**src/rtl/core/rbo_pkg.sv**
```systemverilog
// ----------------------------------------------------------------------------
// rbo_pkg: shared constants and types for the RGBA source-over blender
// Channel width, derived arithmetic widths and pipeline stage map.
// ----------------------------------------------------------------------------
package rbo_pkg;

   // channel width; full opacity is all ones
   localparam int CHANNEL_BITS = 8;
   localparam int NUM_CH       = 3;

   // arithmetic widths
   localparam int PROD_BITS = 2 * CHANNEL_BITS;        // c*a, den
   localparam int NUM_BITS  = 3 * CHANNEL_BITS;        // weighted numerator
   localparam int DIVD_BITS = 3 * CHANNEL_BITS + 2;    // 2*num + den
   localparam int DIVS_BITS = 2 * CHANNEL_BITS + 1;    // 2*den

   // pipeline map: two product stages, one operand stage, one stage per
   // quotient bit
   localparam int DIV_STAGES  = CHANNEL_BITS;
   localparam int ST_P1       = 0;
   localparam int ST_P2       = 1;
   localparam int ST_DV0      = 2;
   localparam int PIPE_STAGES = DIV_STAGES + 3;

   typedef logic [CHANNEL_BITS-1:0] channel_type;

   localparam channel_type CH_MAX = '1;

endpackage

```
**src/rtl/core/rgba_alpha_blend_over.sv**
```systemverilog
// ----------------------------------------------------------------------------
// rgba_alpha_blend_over: straight-alpha source-over pixel compositor
// Lays a source RGBA pixel over a destination pixel with exact integer math:
// den = M*(A1+A2) - A1*A2, color = round(num/den), alpha = floor(den/M).
//
//   channel | direction | handshake            | payload
//   --------+-----------+----------------------+-------------------------------
//   req     | in        | req_valid/req_ready  | dst_* and src_* RGBA, 8b each
//   rsp     | out       | rsp_valid/rsp_ready  | out_* RGBA, 8b each
//
// One pixel per clock sustained while rsp_ready holds. The pipeline is two
// multiplier stages, one operand stage, then a restoring divider that
// resolves one quotient bit per stage.
// Each stage holds its own valid bit; an empty stage accepts even while the
// output waits, so bubbles collapse under a stall and nothing is dropped.
// Synchronous reset clears the valid bits only.
// Both alphas zero gives an all-zero pixel.
// ----------------------------------------------------------------------------
module rgba_alpha_blend_over (
   input  logic                 clock,
   input  logic                 reset,
   input  logic                 req_valid,
   output logic                 req_ready,
   input  rbo_pkg::channel_type req_dst_red,
   input  rbo_pkg::channel_type req_dst_green,
   input  rbo_pkg::channel_type req_dst_blue,
   input  rbo_pkg::channel_type req_dst_alpha,
   input  rbo_pkg::channel_type req_src_red,
   input  rbo_pkg::channel_type req_src_green,
   input  rbo_pkg::channel_type req_src_blue,
   input  rbo_pkg::channel_type req_src_alpha,
   output logic                 rsp_valid,
   input  logic                 rsp_ready,
   output rbo_pkg::channel_type rsp_out_red,
   output rbo_pkg::channel_type rsp_out_green,
   output rbo_pkg::channel_type rsp_out_blue,
   output rbo_pkg::channel_type rsp_out_alpha
);
   import rbo_pkg::*;

   localparam int W = CHANNEL_BITS;

   // stage valid bits and ready chain
   logic [PIPE_STAGES-1:0] stg_vld_ff;
   logic [PIPE_STAGES-1:0] stg_rdy;

   // stage 1: products
   logic [PROD_BITS-1:0] p1_den_ff, p1_den_in;
   logic [PROD_BITS-1:0] p1_ca1_ff [NUM_CH];
   logic [PROD_BITS-1:0] p1_ca2_ff [NUM_CH];
   logic [PROD_BITS-1:0] p1_ca1_in [NUM_CH];
   logic [PROD_BITS-1:0] p1_ca2_in [NUM_CH];
   channel_type          p1_ma2_ff, p1_ma2_in;

   // stage 2: second products, alpha
   logic [PROD_BITS-1:0] p2_den_ff;
   logic [NUM_BITS-1:0]  p2_t_ff  [NUM_CH];
   logic [NUM_BITS-1:0]  p2_m2_ff [NUM_CH];
   logic [NUM_BITS-1:0]  p2_t_in  [NUM_CH];
   logic [NUM_BITS-1:0]  p2_m2_in [NUM_CH];
   channel_type          p2_alpha_ff, p2_alpha_in;

   // divider stages; index 0 holds the formed operands
   logic [DIVD_BITS-1:0] dv_rem_ff   [DIV_STAGES+1][NUM_CH];
   channel_type          dv_q_ff     [DIV_STAGES+1][NUM_CH];
   logic [DIVS_BITS-1:0] dv_dvs_ff   [DIV_STAGES+1];
   channel_type          dv_alpha_ff [DIV_STAGES+1];
   logic                 dv_zero_ff  [DIV_STAGES+1];

   channel_type dst_c [NUM_CH];
   channel_type src_c [NUM_CH];

   assign dst_c[0] = req_dst_red;
   assign dst_c[1] = req_dst_green;
   assign dst_c[2] = req_dst_blue;
   assign src_c[0] = req_src_red;
   assign src_c[1] = req_src_green;
   assign src_c[2] = req_src_blue;

   // ready ripples back from the output; an empty stage is always ready
   always_comb begin
      stg_rdy[PIPE_STAGES-1] = !stg_vld_ff[PIPE_STAGES-1] || rsp_ready;
      for (int i = PIPE_STAGES - 2; i >= 0; i--) begin
         stg_rdy[i] = !stg_vld_ff[i] || stg_rdy[i+1];
      end
   end

   assign req_ready = stg_rdy[ST_P1];

   // valid bits
   always_ff @(posedge clock) begin
      if (reset) begin
         stg_vld_ff <= '0;
      end else begin
         if (stg_rdy[0]) begin
            stg_vld_ff[0] <= req_valid;
         end
         for (int i = 1; i < PIPE_STAGES; i++) begin
            if (stg_rdy[i]) begin
               stg_vld_ff[i] <= stg_vld_ff[i-1];
            end
         end
      end
   end

   // stage 1: den = M*(a1+a2) - a1*a2, c*a products, M - a2
   logic [W:0]           alpha_sum;
   logic [PROD_BITS:0]   alpha_sum_m;
   logic [PROD_BITS-1:0] alpha_prod;

   always_comb begin
      alpha_sum   = {1'b0, req_dst_alpha} + {1'b0, req_src_alpha};
      alpha_sum_m = {alpha_sum, {W{1'b0}}} - {{W{1'b0}}, alpha_sum};
      alpha_prod  = {{W{1'b0}}, req_dst_alpha} * {{W{1'b0}}, req_src_alpha};
      p1_den_in   = alpha_sum_m[PROD_BITS-1:0] - alpha_prod;
      p1_ma2_in   = CH_MAX - req_src_alpha;
      for (int k = 0; k < NUM_CH; k++) begin
         p1_ca1_in[k] = {{W{1'b0}}, dst_c[k]} * {{W{1'b0}}, req_dst_alpha};
         p1_ca2_in[k] = {{W{1'b0}}, src_c[k]} * {{W{1'b0}}, req_src_alpha};
      end
   end

   always_ff @(posedge clock) begin
      if (stg_rdy[ST_P1]) begin
         p1_den_ff <= p1_den_in;
         p1_ma2_ff <= p1_ma2_in;
         p1_ca1_ff <= p1_ca1_in;
         p1_ca2_ff <= p1_ca2_in;
      end
   end

   // stage 2: c1*a1*(M-a2), M*c2*a2, alpha = floor(den/M)
   logic [PROD_BITS-1:0] alpha_acc;

   always_comb begin
      // floor(x/M) for x below M*M+M: (x + 1 + (x >> W)) >> W
      alpha_acc   = p1_den_ff + PROD_BITS'(1) + (p1_den_ff >> W);
      p2_alpha_in = alpha_acc[PROD_BITS-1:W];
      for (int k = 0; k < NUM_CH; k++) begin
         p2_t_in[k]  = {{W{1'b0}}, p1_ca1_ff[k]} * {{PROD_BITS{1'b0}}, p1_ma2_ff};
         p2_m2_in[k] = {p1_ca2_ff[k], {W{1'b0}}} - {{W{1'b0}}, p1_ca2_ff[k]};
      end
   end

   always_ff @(posedge clock) begin
      if (stg_rdy[ST_P2]) begin
         p2_den_ff   <= p1_den_ff;
         p2_alpha_ff <= p2_alpha_in;
         p2_t_ff     <= p2_t_in;
         p2_m2_ff    <= p2_m2_in;
      end
   end

   // operand stage: dividend 2*num + den, divisor 2*den (round to nearest)
   logic [NUM_BITS:0] num_sum [NUM_CH];

   always_comb begin
      for (int k = 0; k < NUM_CH; k++) begin
         num_sum[k] = {1'b0, p2_t_ff[k]} + {1'b0, p2_m2_ff[k]};
      end
   end

   always_ff @(posedge clock) begin
      if (stg_rdy[ST_DV0]) begin
         for (int k = 0; k < NUM_CH; k++) begin
            dv_rem_ff[0][k] <= {num_sum[k], 1'b0}
                               + {{(DIVD_BITS-PROD_BITS){1'b0}}, p2_den_ff};
            dv_q_ff[0][k]   <= '0;
         end
         dv_dvs_ff[0]   <= {p2_den_ff, 1'b0};
         dv_alpha_ff[0] <= p2_alpha_ff;
         dv_zero_ff[0]  <= (p2_den_ff == '0);
      end
   end

   // restoring divider, one quotient bit per stage, MSB first
   for (genvar s = 1; s <= DIV_STAGES; s++) begin : g_div
      localparam int BIT = DIV_STAGES - s;

      logic [DIVD_BITS-1:0] dvs_shift;
      logic [DIVD_BITS-1:0] rem_in [NUM_CH];
      channel_type          q_in   [NUM_CH];

      always_comb begin
         dvs_shift = DIVD_BITS'(dv_dvs_ff[s-1]) << BIT;
         for (int k = 0; k < NUM_CH; k++) begin
            rem_in[k] = dv_rem_ff[s-1][k];
            q_in[k]   = dv_q_ff[s-1][k];
            if (dv_rem_ff[s-1][k] >= dvs_shift) begin
               rem_in[k]    = dv_rem_ff[s-1][k] - dvs_shift;
               q_in[k][BIT] = 1'b1;
            end
         end
      end

      always_ff @(posedge clock) begin
         if (stg_rdy[ST_DV0+s]) begin
            dv_rem_ff[s]   <= rem_in;
            dv_q_ff[s]     <= q_in;
            dv_dvs_ff[s]   <= dv_dvs_ff[s-1];
            dv_alpha_ff[s] <= dv_alpha_ff[s-1];
            dv_zero_ff[s]  <= dv_zero_ff[s-1];
         end
      end
   end

   // result; both alphas zero forces a clear pixel
   assign rsp_valid     = stg_vld_ff[PIPE_STAGES-1];
   assign rsp_out_red   = dv_zero_ff[DIV_STAGES] ? '0 : dv_q_ff[DIV_STAGES][0];
   assign rsp_out_green = dv_zero_ff[DIV_STAGES] ? '0 : dv_q_ff[DIV_STAGES][1];
   assign rsp_out_blue  = dv_zero_ff[DIV_STAGES] ? '0 : dv_q_ff[DIV_STAGES][2];
   assign rsp_out_alpha = dv_alpha_ff[DIV_STAGES];

   // checks
   a_rem_below_divisor: assert property (@(posedge clock) disable iff (reset)
      rsp_valid && !dv_zero_ff[DIV_STAGES] |->
         (dv_rem_ff[DIV_STAGES][0] < DIVD_BITS'(dv_dvs_ff[DIV_STAGES])) &&
         (dv_rem_ff[DIV_STAGES][1] < DIVD_BITS'(dv_dvs_ff[DIV_STAGES])) &&
         (dv_rem_ff[DIV_STAGES][2] < DIVD_BITS'(dv_dvs_ff[DIV_STAGES])))
      else $error("divider remainder not below divisor");

   a_zero_tracks_divisor: assert property (@(posedge clock) disable iff (reset)
      rsp_valid |-> dv_zero_ff[DIV_STAGES] == (dv_dvs_ff[DIV_STAGES] == '0))
      else $error("zero-alpha flag lost track of divisor");

   a_accept_fills_first: assert property (@(posedge clock) disable iff (reset)
      req_valid && req_ready |=> stg_vld_ff[ST_P1])
      else $error("accepted transaction missing from first stage");

   a_stall_holds_first: assert property (@(posedge clock) disable iff (reset)
      stg_vld_ff[ST_P1] && !stg_rdy[ST_P1] |=>
         stg_vld_ff[ST_P1] && $stable(p1_den_ff) && $stable(p1_ma2_ff))
      else $error("stalled first stage changed");

endmodule

```
**config.mk**
```make
export PLATFORM = sky130hd
export DESIGN_NAME = rgba_alpha_blend_over
export DESIGN_NICKNAME = d
export VERILOG_FILES = /design/src/rtl/core/rbo_pkg.sv /design/src/rtl/core/rgba_alpha_blend_over.sv
export SDC_FILE = /design/constraint.sdc
export NUM_CORES = 2
export LEC_CHECK = 0
export ABC_AREA = 1
export ABC_CLOCK_PERIOD_IN_PS = 17900
export BUFFER_PORTS_ARGS = -buffer_cell sky130_fd_sc_hd__buf_2
export CORE_AREA = 2 2 621 469
export CTS_CLUSTER_DIAMETER = 30
export DETAILED_ROUTE_END_ITERATION = 6
export DIE_AREA = 0 0 623 471
export PLACE_DENSITY = 0.54
export SLEW_MARGIN = 25
export SYNTH_ARGS = -nofsm -noshare
export SYNTH_HDL_FRONTEND = slang
export SYNTH_SLANG_ARGS = --single-unit
```
**constraint.sdc**
```tcl
create_clock -name clock -period 17.9 [get_ports clock]
set_input_delay 0 -clock clock [delete_from_list [all_inputs] [get_ports clock]]
set_output_delay 0 -clock clock [all_outputs]
set_load 0.005 [all_outputs]
```
---- Yosys cells after proc, flatten, opt, wreduce, memory -nomap -nowiden ----
Memory sizes are Yosys's and may differ from the RTL's.
Index checks and enable logic that the tools add are counted.
cells by class
  add/subtract/negate cells ............... 39
  muxes and demuxes ....................... 69
  reduce and logical (&&, ||, !) cells .... 23
  $mul .................................... 10
  $lt $le $gt $ge ......................... 24
operators with widths
  operator                        number
  two-way mux 26 bit              24
  multiplier 8 x 8 -> 16 bit      7
  adder 26 x 16 -> 26 bit         3
  >= comparator 26 x 17 -> 1 bit  3
  >= comparator 26 x 18 -> 1 bit  3
  >= comparator 26 x 19 -> 1 bit  3
  >= comparator 26 x 20 -> 1 bit  3
  >= comparator 26 x 21 -> 1 bit  3
  >= comparator 26 x 22 -> 1 bit  3
  >= comparator 26 x 23 -> 1 bit  3
  >= comparator 26 x 24 -> 1 bit  3
  subtractor 26 x 17 -> 26 bit    3
  subtractor 26 x 18 -> 26 bit    3
  subtractor 26 x 19 -> 26 bit    3
  subtractor 26 x 20 -> 26 bit    3
  subtractor 26 x 21 -> 26 bit    3
  subtractor 26 x 22 -> 26 bit    3
  subtractor 26 x 23 -> 26 bit    3
  subtractor 26 x 24 -> 26 bit    3
  adder 24 x 24 -> 25 bit         3
  multiplier 16 x 8 -> 24 bit     3
  subtractor 24 x 16 -> 24 bit    3
  two-way mux 1 bit               42
  two-way mux 8 bit               3
  9 further kinds                 29
word-level totals
  RAM bits ................................ 1152
  output and inout port bits .............. 34
  flip-flop bits (word level) ............. 299
  bits of input ports ..................... 68
  logic and storage cells ................. 197
  memories kept ........................... 5
memories
  memory       depth  bits a word  rd ports  clocked after Yosys merged registers in  wr ports  line                         source
  dv_rem_ff    9      78           8         0                                        9         rgba_alpha_blend_over.sv:64  logic [DIVD_BITS-1:0] dv_rem_ff [DIV_STAGES+1][NUM_CH];
  dv_q_ff      9      24           9         0                                        9         rgba_alpha_blend_over.sv:65  channel_type dv_q_ff [DIV_STAGES+1][NUM_CH];
  dv_dvs_ff    9      17           8         0                                        9         rgba_alpha_blend_over.sv:66  logic [DIVS_BITS-1:0] dv_dvs_ff [DIV_STAGES+1];
  dv_alpha_ff  9      8            9         0                                        9         rgba_alpha_blend_over.sv:67  channel_type dv_alpha_ff [DIV_STAGES+1];
  dv_zero_ff   9      1            9         0                                        9         rgba_alpha_blend_over.sv:68  logic dv_zero_ff [DIV_STAGES+1];

---- Depth between registers and ports, before layout ----
  depth in word-level cells ............... 12
  depth in mapped cells ................... 26
  gate-level depth less buffers ........... 26

---- Worst setup path before layout ----
OpenSTA, ideal clock, no wires.
  path kind ............................... flip-flop to flip-flop
  start point ............................. reg stg_vld_ff[10]
  end point ............................... reg p1_ca1_ff[0] (netlist bit), enable pin
  library setup time ...................... 1.070 ns
  setup slack ............................. 4.342 ns
  data arrival time ....................... 12.488 ns
  required time ........................... 16.830 ns
  clock period less this slack ............ 13.558 ns
  cell stages (with the launch flop) ...... 10
  buffers on the path ..................... 0
  path through ............................ dfxtp_1 -> nand2_1 -> nor2_2 -> nand4_1 -> nor2_1 -> nand2_1 -> nor2_1 -> nand2_1 -> nor2_1 -> nand2_1
on the way
  longest elaborated chain between the ends .. 12
RTL lines
  what                               line                          source
  from (decl)                        rgba_alpha_blend_over.sv:44   logic [PIPE_STAGES-1:0] stg_vld_ff;
  from (signal, indexed assignment)  rgba_alpha_blend_over.sv:100  stg_vld_ff[i] <= stg_vld_ff[i-1];
  zero test 1 bit                    rgba_alpha_blend_over.sv:82   stg_rdy[PIPE_STAGES-1] = !stg_vld_ff[PIPE_STAGES-1] || rsp_ready;
  logical OR 1 bit                   rgba_alpha_blend_over.sv:82
  net stg_rdy[10]                    rgba_alpha_blend_over.sv:45   logic [PIPE_STAGES-1:0] stg_rdy;
  logical OR 1 bit (4 in a row)      rgba_alpha_blend_over.sv:84   stg_rdy[i] = !stg_vld_ff[i] || stg_rdy[i+1];
  net stg_rdy[6]                     rgba_alpha_blend_over.sv:45
  logical OR 1 bit (2 in a row)      rgba_alpha_blend_over.sv:84
  net stg_rdy[4]                     rgba_alpha_blend_over.sv:45
  logical OR 1 bit (2 in a row)      rgba_alpha_blend_over.sv:84
  net stg_rdy[2]                     rgba_alpha_blend_over.sv:45
  logical OR 1 bit (2 in a row)      rgba_alpha_blend_over.sv:84
  net req_ready                      rgba_alpha_blend_over.sv:23   output logic req_ready,
  to (signal assigned)               rgba_alpha_blend_over.sv:127  p1_ca1_ff <= p1_ca1_in;
  to (decl)                          rgba_alpha_blend_over.sv:49   logic [PROD_BITS-1:0] p1_ca1_ff [NUM_CH];
The timed path passes the listed nets, and every way through them passes these cells.
A chain may end at the register's enable or synchronous reset.

---- Worst setup path in the final report ----
  start point ............................. reg stg_vld_ff[10]
  end point ............................... out req_ready
on the way
  longest elaborated chain between the ends .. 12
RTL lines
  what                           line
  zero test 1 bit                rgba_alpha_blend_over.sv:82
  logical OR 1 bit               rgba_alpha_blend_over.sv:82
  net stg_rdy[10]                rgba_alpha_blend_over.sv:45
  logical OR 1 bit (4 in a row)  rgba_alpha_blend_over.sv:84
  net stg_rdy[6]                 rgba_alpha_blend_over.sv:45
  logical OR 1 bit (2 in a row)  rgba_alpha_blend_over.sv:84
  net stg_rdy[4]                 rgba_alpha_blend_over.sv:45
  logical OR 1 bit (2 in a row)  rgba_alpha_blend_over.sv:84
  net stg_rdy[2]                 rgba_alpha_blend_over.sv:45
  logical OR 1 bit (2 in a row)  rgba_alpha_blend_over.sv:84
  to (decl)                      rgba_alpha_blend_over.sv:23
The timed path passes the listed nets, and every way through them passes these cells.

==> impl_metrics.yaml <==
floorplanning:
  row_count: 171
  die_area_mm2: 0.2934
  core_area_mm2: 0.2878
  die_h_um: 471
  start_util_pct: 34.84
  die_w_um: 623
  ioPinCount: 102
finish:
  multi_input_logic_area_mm2: 0.05509
  drive_gt1_share_pct: 6.076
  regArea_mm2: 0.03640
  finalCoreUtilization_pct: 39.43
  area_growth_pct: 13.18
  final_layout_net_count: 13263
  fillers: 28987
synthesis:
  asyncSetResetFlopFracSynth_pct: 0
  nets_in_the_synthesized_netlist: 13084
  yosys_register_bits: 1216
  number_of_warnings_reported_in_the_yosys_synthesis_log: 0
  synth_top_area_cell: "sky130_fd_sc_hd__edfxtp_1"
  post_synth.cell_area_avg_um2: 8.692
  dominantRegCellSynth: "sky130_fd_sc_hd__edfxtp_1"
  yosysSeqAreaShare_pct: 36.31
  netlist_top_cells_area: "sky130_fd_sc_hd__edfxtp_1 36%, sky130_fd_sc_hd__ha_1 12%, sky130_fd_sc_hd__fa_1 11%"
  post_synth_inst_count: 11533
  post_synth_instance_area_mm2: 0.1002
  synth-edff-count: 1205
  yosys.cell_count.top_type: "sky130_fd_sc_hd__nand2_1"
  synth_top_cell_area_share_pct: 36.09
  number_of_distinct_standard_cells_referenced_by_the_synthesized_netlist: 69
  most_common_library_cells_after_synthesis: "2842 x sky130_fd_sc_hd__nand2_1, 1987 x sky130_fd_sc_hd__inv_1, 1205 x sky130_fd_sc_hd__edfxtp_1"
clock_tree:
  cts.path.max_buffers: 4
  cts_tree: "yes"
  clock_latency_of_the_later_clocked_register_in_the_worst_skew_pair_ps: 910
  postCtsResizedCells: 0
  tritoncts_buffer_count: 248
  ctsRootBufferMaster: "sky130_fd_sc_hd__clkbuf_16"
  post_cts_buffers: 0
  cts_sinks: 1216
  clock_tree.htree_level_count: 4
  clk_transition_reported_paths_ps: 50
timing:
  timing.final.ws_setup_ps: 12300
  slew-limit-headroom_pct: 29.29
  final.period_utilization_pct: 31.28
  tns_ps: 0
  final-hold-violation-count: 0
  fmaxAchievable_mhz: 178.6
  clock_skew_ps: 119.8
  worst-slew-pin-transition_ps: 1053
  grt_setup_unrepaired: "no"
  slew_viol_final: 0
  post-route-min-period_ps: 5599
  setup_viol: 0
flow_run:
  maxCapViolCount: 0
min_path:
  holdPathEnd: "p1_ca2_ff[15]$_DFFE_PP_"
  hold_path_class: "in2reg"
  worst_hold_path_startpoint: "req_src_blue[7]"
  hold_path_depth: 6
route:
  wl_um: 283900
  router_iterations_before_antenna_repair: 6
  wire_per_inst_um: 18.05
  drtIter0Drc: 6269
  vias: 76245
  drt_drc_violations_left: 0
  final_antenna_net_count: 0
  post_drt_via_cell_ratio: 4.849
worst_setup_path:
  worstPathRequired_ps: 17900
  rrSetupSlack_ps: 12450
  reg2reg_to: "p2_alpha_ff[4]$_DFFE_PP_"
  crit_path_start_kind: "flip-flop"
  rr_worst_depth: 11
  crit_fanout: 68
  setup.worst_path.end_class: "output port"
  timing.setup.critical_path_class: "reg2out"
  crit_arrival_ps: 5600
  r2r_start: "stg_vld_ff[10]$_SDFFE_PP0P_"
global_route:
  vias_in_the_first_global_route: 74769
  antenna_found_initial: 16
  pin_count_of_the_biggest_net_entering_global_routing: 100
  wire_length_of_the_first_global_routing_pass_um: 443500
  globalRouteOverflowTotal: 0
  track_usage_pct: 19.35
placed_design:
  port_buffers: 101
  hpwlAfterDp_um: 229300
  routabilityCongestion: 0.9385
  worst_setup_timing_slack_at_the_placement_stage_ps: 12190
outcome:
  run_status: "finished, final reports clean"
## cells by family after synthesis
logic type      count (synthesis)  share of synthesized area [%]
fa+ha+maj                    1483                          22.60
mux                             1                        0.01123
simple gates                 4291                          17.58
buf+inv                      2260                          8.809
compound gates               1653                          9.181
xor+xnor                      629                          5.503
flops                        1216                          36.31
## worst max-delay path, cell delays in order, from the launching register on
cell                      delay (ps)
sky130_fd_sc_hd__dfxtp_1         350
sky130_fd_sc_hd__nand2_2         210
sky130_fd_sc_hd__nor2_2          410
sky130_fd_sc_hd__nand4_1         130
sky130_fd_sc_hd__buf_4           380
sky130_fd_sc_hd__nor2_1          410
sky130_fd_sc_hd__nand2_4         510
sky130_fd_sc_hd__nor2_1          540
sky130_fd_sc_hd__nand2_4         400
sky130_fd_sc_hd__nor2_1          470
sky130_fd_sc_hd__nand2_4          50
sky130_fd_sc_hd__buf_4           400
sky130_fd_sc_hd__buf_2           310
## metal layers
metal,routed length (um),vias up,part of all wire [%],global-route usage (%)
met5,39,-,0.014,0
met4,5786,6,2.0,4.299
met3,17130,308,6.0,2.608
met2,118400,1999,42,28.96
met1,142500,35837,50,29.41
li1,-,38095,-,-
## worst max-delay path by stage
stage	startpoint	end	slack, ps	cells past startpoint
after CTS	stg_vld_ff[10]$_SDFFE_PP0P_	req_ready	12130	12
after detailed placement	req_dst_alpha[0]	p1_den_ff[13]$_DFFE_PP_	12190	24
after global placement	req_src_alpha[0]	p1_den_ff[13]$_DFFE_PP_	12070	24
final	stg_vld_ff[10]$_SDFFE_PP0P_	req_ready	12300	12
after floorplan	stg_vld_ff[10]$_SDFFE_PP0P_	p1_ca1_ff[0]$_DFFE_PP_	4340	9
after global routing	stg_vld_ff[10]$_SDFFE_PP0P_	req_ready	11780	12
## area by class of cell
class | count | share of cell area (%)
well taps | 3806 | 4.197
flip-flops and latches | 1216 | 32.09
multi-input cells | 8057 | 48.55
inverters | 2000 | 6.630
repair buffers | 189 | 1.129
clock inverters | 173 | 1.773
clock buffers | 280 | 5.630
diodes | 2 | 0.004411
## stage by stage
step / hold WS, ps / instances / instance area [um2]
after global placement: 275.1 / 15222 / 104600
after CTS: 12.25 / 15721 / 113400
after detailed placement: 286.7 / 15222 / 104600
after floorplan: 69.07 / 11533 / 100300
after global routing: 84.48 / 15722 / 113500
final: 72.53 / 15723 / 113500
## cell usage in the layout, fill, tap and decap left out, types with 27 or more instances in the layout
master	n
sky130_fd_sc_hd__nand2_1	2837
sky130_fd_sc_hd__inv_1	1983
sky130_fd_sc_hd__edfxtp_1	1205
sky130_fd_sc_hd__ha_1	937
sky130_fd_sc_hd__a21oi_1	691
sky130_fd_sc_hd__nor2_1	673
sky130_fd_sc_hd__fa_1	546
sky130_fd_sc_hd__o21ai_0	530
sky130_fd_sc_hd__xor2_1	376
sky130_fd_sc_hd__nand3_1	349
sky130_fd_sc_hd__xnor2_1	250
sky130_fd_sc_hd__clkbuf_16	249
sky130_fd_sc_hd__nand4_1	114
sky130_fd_sc_hd__buf_2	101
sky130_fd_sc_hd__nor3_1	95
sky130_fd_sc_hd__o21ai_1	88
sky130_fd_sc_hd__nor4_1	67
sky130_fd_sc_hd__a21o_1	63
sky130_fd_sc_hd__a31oi_1	62
sky130_fd_sc_hd__dlygate4sd3_1	46
sky130_fd_sc_hd__or2_2	45
sky130_fd_sc_hd__buf_4	42
sky130_fd_sc_hd__o21bai_1	39
sky130_fd_sc_hd__clkinv_2	38
sky130_fd_sc_hd__bufinv_16	34
sky130_fd_sc_hd__o21ai_2	32
sky130_fd_sc_hd__nand3b_1	29
sky130_fd_sc_hd__inv_6	28
sky130_fd_sc_hd__o211ai_1	27
sky130_fd_sc_hd__clkbuf_1	27
## what timing repair did
action	4_1_cts	5_1_grt
hold buffers	46	0
setup endpoints to repair	0	0
endpoints found under the hold margin	53	0
## state kept, by name, indices dropped and copies added, names as in the netlist, 9 cells and up
name and flops:
dv_zero_ff 9, p2_t_ff 72, p1_ca2_ff 48, dv_dvs_ff 120
stg_vld_ff 11, dv_rem_ff 608, p2_m2_ff 72, dv_alpha_ff 72
p1_den_ff 16, dv_q_ff 108, p2_den_ff 16, p1_ca1_ff 48
Power is not shown: default switching activity piles up to over one toggle a cycle in this logic, so the estimate is an artifact.
